File: src/sv/tdpc_pkg.sv
// Shared types and constants for the trial-division prime counter.
package tdpc_pkg;

  // Remainder bits retired per cycle by the divider
  localparam int RADIX_BITS = 4;

  localparam logic [31:0] TALLY_MAX = 32'hFFFF_FFFF;

  typedef struct packed {
    logic load;       // capture candidate, divisor := 2
    logic div_start;  // clear remainder, reload shift copy
    logic div_step;   // retire RADIX_BITS remainder bits
    logic next_div;   // advance to next divisor and its square
    logic publish;    // write result register
    logic verdict;    // prime flag to publish
  } tdpc_cmd_t;

  typedef struct packed {
    logic below_two;  // candidate below 2
    logic past_root;  // divisor squared exceeds candidate
    logic div_last;   // final remainder group this cycle
    logic rem_zero;   // divisor divides candidate
    logic out_free;   // result register can take a new result
  } tdpc_status_t;

endpackage

File: src/sv/tdpc_datapath.sv
// Datapath: candidate, divisor and square, shift-subtract remainder unit, result register.
module tdpc_datapath
  import tdpc_pkg::*;
#(
  parameter int VALUE_BITS = 32
) (
  input  logic         clk_i,
  input  logic         rst_ni,
  input  logic [31:0]  candidate_i,
  input  tdpc_cmd_t    cmd_i,
  output tdpc_status_t status_o,
  input  logic         out_stall_i,
  output logic         out_valid_o,
  output logic         is_prime_o,
  output logic [31:0]  prime_total_o
);

  localparam int VW     = (VALUE_BITS < 32) ? VALUE_BITS : 32;
  localparam int DW     = VW / 2 + 2;
  localparam int SW     = 2 * DW;
  localparam int GROUPS = (VW + RADIX_BITS - 1) / RADIX_BITS;
  localparam int PW     = GROUPS * RADIX_BITS;
  localparam int CW     = $clog2(GROUPS);

  logic [VW-1:0] v_q;
  logic [DW-1:0] d_q;
  logic [SW-1:0] sq_q;
  logic [DW-1:0] rem_q, rem_d;
  logic [PW-1:0] vs_q;
  logic [CW-1:0] cnt_q;
  logic          out_valid_q;
  logic          is_prime_q;
  logic [31:0]   tally_q;

  // RADIX_BITS restoring steps on the remainder
  always_comb begin
    logic [DW:0]   trial;
    logic [DW-1:0] r;
    r     = rem_q;
    trial = '0;
    for (int k = 0; k < RADIX_BITS; k++) begin
      trial = {r, vs_q[PW-1-k]};
      if (trial >= {1'b0, d_q}) begin
        r = DW'(trial - {1'b0, d_q});
      end else begin
        r = trial[DW-1:0];
      end
    end
    rem_d = r;
  end

  always_ff @(posedge clk_i) begin
    if (cmd_i.load) begin
      v_q  <= candidate_i[VW-1:0];
      d_q  <= DW'(2);
      sq_q <= SW'(4);
    end else if (cmd_i.next_div) begin
      // 2 -> 3, then odd divisors only
      if (d_q == DW'(2)) begin
        d_q  <= DW'(3);
        sq_q <= sq_q + SW'(5);
      end else begin
        d_q  <= d_q + DW'(2);
        sq_q <= sq_q + SW'({d_q, 2'b00}) + SW'(4);
      end
    end
    if (cmd_i.div_start) begin
      rem_q <= '0;
      vs_q  <= PW'(v_q);
      cnt_q <= CW'(GROUPS - 1);
    end else if (cmd_i.div_step) begin
      rem_q <= rem_d;
      vs_q  <= vs_q << RADIX_BITS;
      cnt_q <= cnt_q - CW'(1);
    end
    if (cmd_i.publish) begin
      is_prime_q <= cmd_i.verdict;
    end
  end

  always_ff @(posedge clk_i or negedge rst_ni) begin
    if (!rst_ni) begin
      out_valid_q <= 1'b0;
      tally_q     <= '0;
    end else begin
      if (cmd_i.publish) begin
        out_valid_q <= 1'b1;
        if (cmd_i.verdict && tally_q != TALLY_MAX) begin
          tally_q <= tally_q + 32'd1;
        end
      end else if (!out_stall_i) begin
        out_valid_q <= 1'b0;
      end
    end
  end

  assign status_o.below_two = v_q < VW'(2);
  assign status_o.past_root = sq_q > SW'(v_q);
  assign status_o.div_last  = cnt_q == '0;
  assign status_o.rem_zero  = rem_q == '0;
  assign status_o.out_free  = !out_valid_q || !out_stall_i;

  assign out_valid_o   = out_valid_q;
  assign is_prime_o    = is_prime_q;
  assign prime_total_o = tally_q;

endmodule

File: src/sv/tdpc_controller.sv
// Controller: sequences bound check, remainder passes and result hand-off.
module tdpc_controller
  import tdpc_pkg::*;
(
  input  logic         clk_i,
  input  logic         rst_ni,
  input  logic         in_valid_i,
  output logic         in_stall_o,
  input  tdpc_status_t status_i,
  output tdpc_cmd_t    cmd_o
);

  localparam logic [2:0] S_IDLE  = 3'd0;
  localparam logic [2:0] S_CHECK = 3'd1;
  localparam logic [2:0] S_DIV   = 3'd2;
  localparam logic [2:0] S_TEST  = 3'd3;
  localparam logic [2:0] S_DONE  = 3'd4;

  logic [2:0] state_q, state_d;
  logic       verdict_q, verdict_d;

  always_comb begin
    state_d   = state_q;
    verdict_d = verdict_q;
    cmd_o     = '0;
    case (state_q)
      S_IDLE: begin
        if (in_valid_i) begin
          cmd_o.load = 1'b1;
          state_d    = S_CHECK;
        end
      end
      S_CHECK: begin
        if (status_i.below_two) begin
          verdict_d = 1'b0;
          state_d   = S_DONE;
        end else if (status_i.past_root) begin
          verdict_d = 1'b1;
          state_d   = S_DONE;
        end else begin
          cmd_o.div_start = 1'b1;
          state_d         = S_DIV;
        end
      end
      S_DIV: begin
        cmd_o.div_step = 1'b1;
        if (status_i.div_last) begin
          state_d = S_TEST;
        end
      end
      S_TEST: begin
        if (status_i.rem_zero) begin
          verdict_d = 1'b0;
          state_d   = S_DONE;
        end else begin
          cmd_o.next_div = 1'b1;
          state_d        = S_CHECK;
        end
      end
      S_DONE: begin
        cmd_o.verdict = verdict_q;
        if (status_i.out_free) begin
          cmd_o.publish = 1'b1;
          state_d       = S_IDLE;
        end
      end
      default: begin
        state_d = S_IDLE;
      end
    endcase
  end

  always_ff @(posedge clk_i or negedge rst_ni) begin
    if (!rst_ni) begin
      state_q   <= S_IDLE;
      verdict_q <= 1'b0;
    end else begin
      state_q   <= state_d;
      verdict_q <= verdict_d;
    end
  end

  assign in_stall_o = state_q != S_IDLE;

endmodule

File: src/sv/trial_division_prime_counter_unit.sv
// Top level of the trial-division prime counter.
//
// Input channel: in_valid_i / in_stall_o with candidate_i. One request is
// worked on at a time; in_stall_o is low only while the unit is idle.
// Output channel: out_valid_o / out_stall_i with is_prime_o and
// prime_total_o, one result per request, held in an output register so the
// next request is taken while a result still waits.
// Sequence: candidates below 4 go from the bound check straight to the
// result hand-off. Every divisor tried (2, then odd ones while
// d*d <= candidate) takes one bound check, the remainder passes of the
// shift-subtract divider (4 bits a cycle) and one remainder test.
// A 32-bit prime near the top of the range takes about 32768 divisors;
// the divider loop dominates its run time.
// Throughput: the next request is taken the cycle after the result is written.
// Reset clears the prime count to zero and empties the output register.
// A stalled result stays on the output; a finished request then waits in
// the controller until the register frees, and input stays stalled.
module trial_division_prime_counter_unit
  import tdpc_pkg::*;
#(
  parameter int VALUE_BITS = 32
) (
  input  logic        clk_i,
  input  logic        rst_ni,
  input  logic        in_valid_i,
  output logic        in_stall_o,
  input  logic [31:0] candidate_i,
  output logic        out_valid_o,
  input  logic        out_stall_i,
  output logic        is_prime_o,
  output logic [31:0] prime_total_o
);

  tdpc_cmd_t    cmd;
  tdpc_status_t status;

  // sequencing
  tdpc_controller u_ctrl (
    .clk_i      (clk_i),
    .rst_ni     (rst_ni),
    .in_valid_i (in_valid_i),
    .in_stall_o (in_stall_o),
    .status_i   (status),
    .cmd_o      (cmd)
  );

  // divisor, square bound, remainder and result/tally registers
  tdpc_datapath #(
    .VALUE_BITS (VALUE_BITS)
  ) u_dp (
    .clk_i         (clk_i),
    .rst_ni        (rst_ni),
    .candidate_i   (candidate_i),
    .cmd_i         (cmd),
    .status_o      (status),
    .out_stall_i   (out_stall_i),
    .out_valid_o   (out_valid_o),
    .is_prime_o    (is_prime_o),
    .prime_total_o (prime_total_o)
  );

endmodule

File: config.mk
export PLATFORM = sky130hd
export DESIGN_NAME = trial_division_prime_counter_unit
export DESIGN_NICKNAME = d
export VERILOG_FILES = /design/src/sv/tdpc_pkg.sv /design/src/sv/tdpc_datapath.sv /design/src/sv/tdpc_controller.sv /design/src/sv/trial_division_prime_counter_unit.sv
export SDC_FILE = /design/constraint.sdc
export NUM_CORES = 1
export LEC_CHECK = 0
export BUFFER_PORTS_ARGS = -buffer_cell sky130_fd_sc_hd__buf_4
export CORE_MARGIN = 4
export CORE_UTILIZATION = 40
export CTS_CLUSTER_SIZE = 14
export DETAILED_ROUTE_END_ITERATION = 10
export GPL_TIMING_DRIVEN = 0
export PLACE_DENSITY = 0.67
export SYNTH_ARGS = -nofsm -noshare
export SYNTH_HDL_FRONTEND = slang
export SYNTH_SLANG_ARGS = --single-unit
File: constraint.sdc
create_clock -name clk_i -period 10.3 [get_ports clk_i]
set_input_delay 0.515 -clock clk_i [delete_from_list [all_inputs] [get_ports clk_i]]
set_output_delay 0.515 -clock clk_i [all_outputs]
set_load 0.01 [all_outputs]
==> results of run 1 <==
==> state kept, by name, indices dropped and copies added, names as in the netlist, 3 cells and up <==
name / flops
u_dp.cnt_q: 3
u_dp.d_q: 18
u_ctrl.state_q: 3
u_dp.prime_total_o: 32
u_dp.vs_q: 32
u_dp.rem_q: 18
u_dp.sq_q: 36
u_dp.v_q: 32
==> cell usage in the layout (no fill, tap or decap), drive strengths merged, types with 21 or more instances in the layout <==
master / count
nor4: 21
nand2: 136
nor2b: 22
and3: 27
nor2: 130
edfxtp: 65
nand3: 59
nor3: 37
ha: 145
dfrtp: 37
xnor2: 80
xor2: 45
a21oi: 105
dfxtp: 75
nand4: 45
mux2: 36
o211ai: 24
o21ai: 98
buf: 105
inv: 89
a21o: 39
clkbuf: 56
==> per-stage QoR <==
stage	setup TNS, ns	std cells	utilization (%)
2_1_floorplan	0	1547	-
3_3_place_gp	-26.47	2065	43.7
3_5_place_dp	-27.63	2065	43.7
4_1_cts	0	2106	45.9
5_1_grt	-0.198	2118	46.5
6_report	0	2118	46.5
==> cell families (layout without fill, tap and decap cells) <==
logic type	Yosys count	after routing	synth area share [%]
and+or+nand+nor	530	530	19.2
AOI/OAI and AO/OA	378	378	18.1
DFF	177	177	32.3
adders and majority gates	150	150	14.1
buffers and inverters	137	260	4.12
xor gates and xnor gates	125	125	8.09
muxes	50	50	4.08
==> repair_timing <==
item,CTS,global route
buffers inserted,9,13
gates cloned,0,0
resized for setup,39,26
endpoints found under the setup margin,18,18
endpoints found under the hold margin,0,0
pin swaps,3,7
==> path summary, 6_finish.rpt <==
check,from,to,depth (start not counted)
min in group clk_i,candidate_i[19],u_dp.v_q[19],1
max in group asynchronous,rst_ni,u_dp.prime_total_o[17],1
worst max register to register,u_dp.d_q[10],u_dp.rem_q[16],44
worst min-delay path,rst_ni,u_dp.prime_total_o[23],1
worst min register to register,u_dp.cnt_q[2],u_dp.cnt_q[2],2
worst max-delay path,u_dp.d_q[10],u_dp.rem_q[16],44
==> layout make-up <==
| type | count | area share [%] |
|---|---|---|
| multi-input cells | 1233 | 56.2 |
| flip-flops and latches | 177 | 28.3 |
| repair buffers | 92 | 4.44 |
| well taps | 448 | 3.61 |
| clock buffers | 21 | 2.96 |
| inverters | 88 | 2.29 |
| plain buffers | 48 | 1.63 |
| clock inverters | 11 | 0.604 |
==> layer usage <==
metal	GRT usage [%]	vias up
met5	0	-
li1	-	5870
met2	34.5	307
met4	6.53	2
met1	27.3	5679
met3	1.87	65
==> metrics.md, run 1 <==
| Metric | Value |
|---|---|
| Maximum fanout along the worst path | 10 |
| Clock Skew | approximately 0.013 ns |
| IO Pins | 71 |
| Post-synth top flop | dfxtp_1 |
| Unique masters post-synth | between 80 and 90 |
| Syn Area/Cell | ~9 um2 |
| Hold crit path type | primary input to asynchronous set/reset pin |
| Ranking of synthesized cells by area | edfxtp_1 14%, ha_1 13%, dfxtp_1 11% |
| Starting Density | about 40% |
| Total global routing overflow | 0 |
| All-layer global routing usage | between 20% and 30% |
| WP buf/inv | 8 |
| Largest net degree at the start of global routing | 42 |
| Kind of critical path | flop to flop |
| Top-count cell post-synth | ha_1 |
| Layout Nets | approximately 1800 |
| Met3 WL | roughly 1800 um |
| # rows | 67 |
| Die ar. | approximately 0.037 mm2 |
| Ys async rst share | a little over a fifth |
| Syn_nets | between 1500 and 2000 |
| Remaining DRCs | 0 |
| Fill cells | approximately 3200 |
| Post-synthesis sequential area ratio | 32.3% |
| FF+latch count, synth | roughly 180 |
| Final period utilization | approximately 96% |
| DP Area | roughly 0.015 mm2 |
| Worst EP required | 10.61 ns |
| Mapped Cells | around 1500 |
| Die Ht | about 190 um |
| Vias in the first global route | 11500 |
| Area of the multi-input gates | 0.00873 mm2 |
| Post-Place Worst Slack | -1.71 ns |
| Die X | roughly 190 um |
| CTS sink count | 177 |
| Fin area | about 0.016 mm2 |
| Tmin final | just under 10 ns |
| Crit end category | flop |
| H-Tree Level Count | 4 |
| Top delay family on crit path | compound AO/OA/AOI/OAI gates |
| Outcome | finished clean |
| Worst slew margin | 9.55% |
| Synth Cell Area | about 0.014 mm2 |
| Sequential cell area | roughly 0.0044 mm2 |
| Synth cell count leaders | 145 x ha_1, 136 x nand2_1, 128 x nor2_1 |
| Synth warn | 0 |
| Max-slew violations | 0 |
| CTS root buf | clkbuf_16 |
| Tightest Pin Transition | 1.34 ns |
| Post-synth EDFFs | between 60 and 70 |
| Bufs on Longest Clock Path | 2 |
| CTS tree | done |
| RD Place Congestion | around 0.94 |
| DR vias | around 12000 |
| PnR worst setup slack | between 0.4 and 0.5 ns |
| Fin. Hold Viols | 0 |
| Worst-Skew Late Latency | 0.43 ns |
| CTS clock-pin slew for the worst setup and hold paths | around 0.08 ns |
| CORE AREA | roughly 0.033 mm2 |
| Drt total wl | about 38000 um |
| ANT cells | 0 |
| Met2 wire length | roughly 18000 um |
| Top cell type by total area after synthesis | edfxtp_1 |
| Share of cells above drive strength 1 | ~14% |
| Max Cap Violations | 0 |
| Top sig layer | met5 |
| DRT iter0 DRCs | 801 |
| PortBufs | 70 |
| Hold-fix buffers, CTS | 0 |
| First-pass GRT wire length | ~60000 um |
| Vias/cell | roughly 5.6 |
| FMAX | 101 MHz |
| Synth top area share | between 10 and 15% |
| Num CTS Buffers | 17 |
| Final ANT Viol Nets | 0 |
| Dpl hpwl | between 20000 and 30000 um |
| Initial antenna violation count | 1 |
| Wl on met1 | 16700 um |
| Final hold slack | roughly 0.034 ns |
| Worst Path Arrival | around 10 ns |
| CP max stage cell | dfxtp_1 |
| R2r setup slk | about 0.42 ns |
| DRT Pass-1 Iters | 5 |
| WL/cell | about 18 um |
| Slowest stage delay, CP | about 0.45 ns |
| Final Setup Violations | 0 |
| Startpoint Class | flop |
| Layout area overhead | 14.8% |
Power of run 1 is left out: the tool's default activity adds up to more than one toggle a clock period on the data nets, which glitch-free logic cannot reach.
==> run 2, diff against run 1 <==
--- a/config.mk
+++ b/config.mk
@@ -5,7 +5,9 @@
 export SDC_FILE = /design/constraint.sdc
 export NUM_CORES = 1
 export LEC_CHECK = 0
+export ABC_AREA = 1
 export BUFFER_PORTS_ARGS = -buffer_cell sky130_fd_sc_hd__buf_4
+export CORE_ASPECT_RATIO = 1.25
 export CORE_MARGIN = 4
 export CORE_UTILIZATION = 40
 export CTS_CLUSTER_SIZE = 14
==> run 2 against run 1 <==
Cell area grew 7.8%. Worst setup slack gained 0.35 ns. Via count grew 21%. Global-route usage grew 1.3 points. Critical path type unchanged. Clock skew grew 0.0044 ns. Flip-flop and latch count is the same. First-iteration DRC count grew 30%. Synthesized cell count grew 35%. Routed wire length grew 20%. Clock-buffer cell count shrank 4. Register-to-register slack gained 0.35 ns. Cell count grew 26%.
==> metrics.md, run 2 <==
| Metric | Value |
|---|---|
| Post-synth EDFFs | 65 |
| Worst EP required | about 11 ns |
| DRT iter0 DRCs | about 1000 |
| Fin. Hold Viols | 0 |
| RD Place Congestion | 0.973 |
| First-pass GRT wire length | between 70000 and 80000 um |
| Synth Cell Area | 0.0149 mm2 |
| Largest family of logic cells by synthesized area | simple AND/OR/NAND/NOR gates |
| XOR/XNOR share of the synthesized area | between 6 and 7% |
| Drt total wl | about 45000 um |
| Maximum fanout along the worst path | 10 |
| Final period utilization | approximately 93% |
| Die Ht | roughly 220 um |
| R2r setup slk | approximately 0.77 ns |
| Hold-fix buffers, CTS | 0 |
| All-layer global routing usage | about 22% |
| Layout Nets | 2372 |
| # rows | a little under 80 |
| Final ANT Viol Nets | 0 |
| Max Cap Violations | 0 |
| Synth cell count leaders | 531 x nand2_1, 288 x inv_1, 145 x ha_1 |
| Starting Density | about two fifths |
| Bufs on Longest Clock Path | 2 |
| Tmin final | 9.53 ns |
| Mapped Cells | between 2000 and 2500 |
| Critical path's most frequent cell | nand2_1 |
| CTS tree | done |
| Syn_nets | ~2300 |
| Syn Area/Cell | slightly above 7 um2 |
| CORE AREA | 0.0366 mm2 |
| Kind of critical path | flop to flop |
| Fill cells | about 3700 |
| CTS sink count | roughly 180 |
| Initial antenna violation count | 0 |
| Max-slew violations | 0 |
| Clock Skew | 0.0173 ns |
| CTS clock-pin slew for the worst setup and hold paths | about 0.080 ns |
| Largest net degree at the start of global routing | 38 |
| Fin Setup TNS | 0 ns |
| Ranking of synthesized cells by area | nand2_1 13%, edfxtp_1 13%, ha_1 12% |
| Die X | approximately 180 um |
| Worst slew margin | 42.1% |
| Layout area overhead | 12.0% |
| Worst reg2reg endpoint | u_dp.rem_q[13] |
| Worst Path Arrival | approximately 10 ns |
| Share of cells above drive strength 1 | 8.82% |
| CP max stage cell | ha_1 |
| Post-Synth Simple-Gate Area | between 30 and 40% |
| Largest reg by FF count | u_dp.sq_q |
| Reg2Reg Depth | 57 |
| Commonest non-fill, non-tap cells in the layout | 530 x nand2_1, 287 x inv_1, 145 x ha_1, 138 x nand3_1, 132 x a21oi_1 |
| Unique masters post-synth | 56 |
| Hold crit path type | primary input to asynchronous set/reset pin |
| R2R Path Start | u_dp.d_q[8] |
| Worst-Skew Late Latency | 0.45 ns |
| Slowest stage delay, CP | 0.39 ns |
| Synth Area in Compound Gates | ~12% |
| Post-synthesis sequential area ratio | about 30% |
| Top-count cell post-synth | nand2_1 |
| Tightest Pin Transition | 0.866 ns |
| DR vias | approximately 14000 |
| FMAX | about 100 MHz |
| Startpoint Class | flop |
| Ys async rst share | a little over a fifth |
| Final hold slack | 0.0122 ns |
| Vias/cell | ~5.4 |
| Final Setup Violations | 0 |
| WL/cell | roughly 17 um |
| Commonest non-fill, non-tap cell in the layout | nand2_1 |
| FF+latch count, synth | ~180 |
| Outcome | finished clean |
| Mux contribution to synthesized area | 0% |
| CTS root buf | clkbuf_16 |
| Top cell type by total area after synthesis | nand2_1 |
| Synth warn | 0 |
| Die ar. | 0.0405 mm2 |
| RSZ-0062 raised after global routing | no |
| DRT Pass-1 Iters | 6 |
| Vias in the first global route | 13900 |
| Num CTS Buffers | 17 |
| IO Pins | just over 70 |
| Total global routing overflow | 0 |
| Remaining DRCs | 0 |
| Max reg flops | 36 |
| Crit end category | flop |
| Post-synth top flop | dfxtp_1 |
| PortBufs | 70 |
| Dpl hpwl | between 30000 and 40000 um |
| Post-synthesis adder-cell area fraction | 12.8% |
| H-Tree Level Count | 4 |
| Synth top area share | 13.3% |
| ANT cells | 0 |
==> run 2: changes by cell type in the layout (fill, tap and decap cells not counted), moves of 21 or more <==
cell	before	now
xnor2_1	80	40
a21oi_1	99	132
inv_1	78	287
buf_4	97	74
and3_1	24	3
a21o_1	39	8
mux2_2	30	0
nand2_2	0	21
nand3_1	59	138
nand2_1	136	530
o21ai_0	91	118
==> run 2: final cells by class <==
cell class                      instances  area (um2)  area share (%)
Buffer                                 40         216            1.29
Clock buffer                           17         425            2.54
Clock inverter                         15         178            1.06
Inverter                              301        1150            6.84
Multi-Input combinational cell       1574        9220            55.1
Sequential cell                       177        4380            26.2
Tap cell                              480         601            3.59
Timing Repair Buffer                   75         576            3.44
==> run 2: stage by stage <==
stage	instances	setup WS, ns	cell area, um2	util, %
final	2679	0.769	16700	45.8
after global placement	2642	0.558	16100	43.9
after global routing	2679	0.00753	16700	45.8
after CTS	2675	0.490	16700	45.6
after floorplan	2092	2.75	14900	-
after detailed placement	2643	0.522	16100	44.0
==> run 2: cells by family (layout without fill, tap and decap cells) <==
family,Yosys count,in the layout
and+or+nand+nor,997,997
buffers and inverters,341,448
AOI/OAI and AO/OA,322,322
DFF,177,177
adders and majority gates,150,150
xor gates and xnor gates,105,105
==> run 2: worst max-delay path, delay by kind of cell, from the launching register on <==
family	cells	cell delay, ns
and+or+nand+nor	33	3.62
adders and majority gates	4	1.34
DFF	1	0.34
AOI/OAI and AO/OA	9	1.84
buffers and inverters	11	2.29
==> run 2: worst max-delay path by stage <==
stage	to	from	slack, ns	depth (start not counted)
after floorplan	u_dp.rem_q[0]	u_dp.d_q[8]	2.75	58
after global placement	u_dp.rem_q[13]	u_dp.d_q[1]	0.56	55
after detailed placement	u_dp.rem_q[13]	u_dp.d_q[1]	0.52	55
after CTS	u_dp.rem_q[13]	u_dp.d_q[1]	0.49	55
after global routing	u_dp.rem_q[11]	u_dp.d_q[8]	0.008	57
final	u_dp.rem_q[13]	u_dp.d_q[8]	0.77	57
==> run 2: timing repair <==
action,4_1_cts,5_1_grt
hold endpoints to repair,0,0
resized for setup,0,8
setup buffers,0,4
setup endpoints to repair,0,17
==> run 2: routing by layer <==
layer	wire length [um]	vias to the layer above	track usage (%)
met1	18600	6709	25.6
met3	1680	105	2.37
met5	0	-	0
met2	22800	406	39.2
li1	-	7198	-
met4	2110	0	9.74
Power of run 2 is left out for the same reason.
==> run 3, diff against run 2 <==
--- a/config.mk
+++ b/config.mk
@@ -9,11 +9,11 @@
 export BUFFER_PORTS_ARGS = -buffer_cell sky130_fd_sc_hd__buf_4
 export CORE_ASPECT_RATIO = 1.25
 export CORE_MARGIN = 4
-export CORE_UTILIZATION = 40
+export CORE_UTILIZATION = 57
 export CTS_CLUSTER_SIZE = 14
 export DETAILED_ROUTE_END_ITERATION = 10
 export GPL_TIMING_DRIVEN = 0
-export PLACE_DENSITY = 0.67
+export PLACE_DENSITY = 0.87
 export SYNTH_ARGS = -nofsm -noshare
 export SYNTH_HDL_FRONTEND = slang
 export SYNTH_SLANG_ARGS = --single-unit
==> run 3 against run 2 <==
Utilization is 18 points higher. Register-to-register slack worse by 0.03 ns. Worst setup slack worse by 0.029 ns.
==> metrics.md, run 3 (synthesis gave the netlist of run 2 again) <==
| Metric | Value |
|---|---|
| Share of cells above drive strength 1 | around 8.7% |
| Initial antenna violation count | 0 |
| Largest reg by FF count | u_dp.sq_q |
| All-layer global routing usage | about 30% |
| Tightest Pin Transition | around 0.84 ns |
| Critical path's most frequent cell | nand2_1 |
| Hold-fix buffers, CTS | 0 |
| Vias/cell | about 5.9 |
| Final Setup Violations | 0 |
| Dpl cells | approximately 2500 |
| Max-slew violations | 0 |
| CP max stage cell | dfxtp_1 |
| Worst-Skew Late Latency | 0.46 ns |
| Drt total wl | between 40000 and 50000 um |
| Max reg flops | 36 |
| Final hold slack | approximately 0.0032 ns |
| CTS sink count | between 150 and 200 |
| Die X | ~150 um |
| Fin. Hold Viols | 0 |
| Kind of critical path | flop to flop |
| RD Place Congestion | around 0.98 |
| Hold crit path type | primary input to asynchronous set/reset pin |
| Slowest stage delay, CP | 0.47 ns |
| Tmin final | between 9 and 10 ns |
| IO Pins | 71 |
| Commonest non-fill, non-tap cells in the layout | 530 x nand2_1, 287 x inv_1, 145 x ha_1, 138 x nand3_1, 132 x a21oi_1 |
| Outcome | finished clean |
| CTS root buf | clkbuf_16 |
| Worst Setup SP | u_dp.d_q[13] |
| PortBufs | 70 |
| Die ar. | ~0.029 mm2 |
| Vias in the first global route | approximately 15000 |
| R2r setup slk | about 0.74 ns |
| DRT Pass-1 Iters | 10 |
| Dpl hpwl | about 34000 um |
| Largest net degree at the start of global routing | 38 |
| Clock Skew | ~0.018 ns |
| CTS tree | done |
| DR vias | between 15000 and 20000 |
| Crit end category | flop |
| Reg2Reg Depth | between 50 and 60 |
| Maximum fanout along the worst path | 10 |
| First-pass GRT wire length | around 70000 um |
| Die Ht | between 150 and 200 um |
| Final ANT Viol Nets | 0 |
| FMAX | between 100 and 150 MHz |
| Max Cap Violations | 0 |
| Fin Setup TNS | 0 ns |
| Non-Filler Instances | between 2000 and 3000 |
| Worst EP required | approximately 11 ns |
| Layout area overhead | 11.0% |
| Num CTS Buffers | 17 |
| ANT cells | 0 |
| Bufs on Longest Clock Path | 2 |
| Startpoint Class | flop |
| Worst reg2reg endpoint | u_dp.rem_q[9] |
| Fill cells | roughly 2200 |
| H-Tree Level Count | 4 |
| Worst Path Arrival | roughly 9.9 ns |
| Starting Density | 57.6% |
| # rows | 66 |
| Commonest non-fill, non-tap cell in the layout | nand2_1 |
| DRT iter0 DRCs | 1334 |
| Layout Nets | between 2000 and 2500 |
| R2R Path Start | u_dp.d_q[13] |
| CORE AREA | 0.0259 mm2 |
| Remaining DRCs | 0 |
| Final period utilization | a little over 90% |
| RSZ-0062 raised after global routing | no |
| Total global routing overflow | 0 |
| Worst slew margin | approximately 44% |
| WL/cell | about 17 um |
| Util after Layout | 64.0% |
| CTS clock-pin slew for the worst setup and hold paths | 0.09 ns |
run 3: cell count changes in the layout (fill, tap and decap cells not counted):
| cell | change |
|---|---|
| buf_4 | -2 |
| inv_6 | -1 |
| clkinv_4 | -3 |
| clkinv_8 | +1 |
| inv_12 | +4 |
| clkinvlp_4 | -2 |
| inv_2 | +1 |
| inv_8 | -1 |
| inv_16 | +1 |
run 3: cell type report:
type                            instances  area, um2  area share [%]
Clock buffer                           17        425            2.56
Sequential cell                       177       4380            26.4
Clock inverter                         15        225            1.36
Tap cell                              340        425            2.56
Timing Repair Buffer                   73        561            3.38
Multi-Input combinational cell       1574       9220            55.6
Buffer                                 40        216            1.30
Inverter                              301       1140            6.88
run 3: critical path: cells and delay by family, from the launching register on:
kind | cells | cell delay [ns]
adder cells (fa/ha/maj) | 4 | 1.49
buffers and inverters | 11 | 2.05
flip-flops | 1 | 0.47
AND/OR/NAND/NOR | 38 | 4.28
AO/OA/AOI/OAI | 6 | 1.10
run 3: per-stage QoR:
step	setup WS, ns	instance area [um2]
after floorplan	2.75	14900
after global placement	0.814	15900
after detailed placement	0.611	15900
after CTS	0.509	16600
after global routing	0.0704	16600
final	0.741	16600
run 3: per-layer routing:
metal	share of wire (%)	up-vias	GRT usage (%)
met5	0	-	0
met3	6.2	214	3.70
met1	37	6923	33.3
met4	8.1	0	21.6
li1	-	7188	-
met2	49	691	52.4
run 3: how the worst max path moves through the flow:
| stage | to | slack, ns | depth (start not counted) |
|---|---|---|---|
| detailed placement | u_dp.rem_q[9] | 0.61 | 56 |
| CTS | u_dp.rem_q[9] | 0.51 | 56 |
| global placement | u_dp.rem_q[9] | 0.81 | 55 |
| finish | u_dp.rem_q[9] | 0.74 | 59 |
| global route | u_dp.rem_q[0] | 0.07 | 59 |
| floorplan | u_dp.rem_q[0] | 2.75 | 58 |
run 3: what timing repair did:
action,CTS,global route
buffers inserted,0,2
resized for setup,0,8
setup endpoints to repair,0,18
Power of run 3 is left out for the same reason.
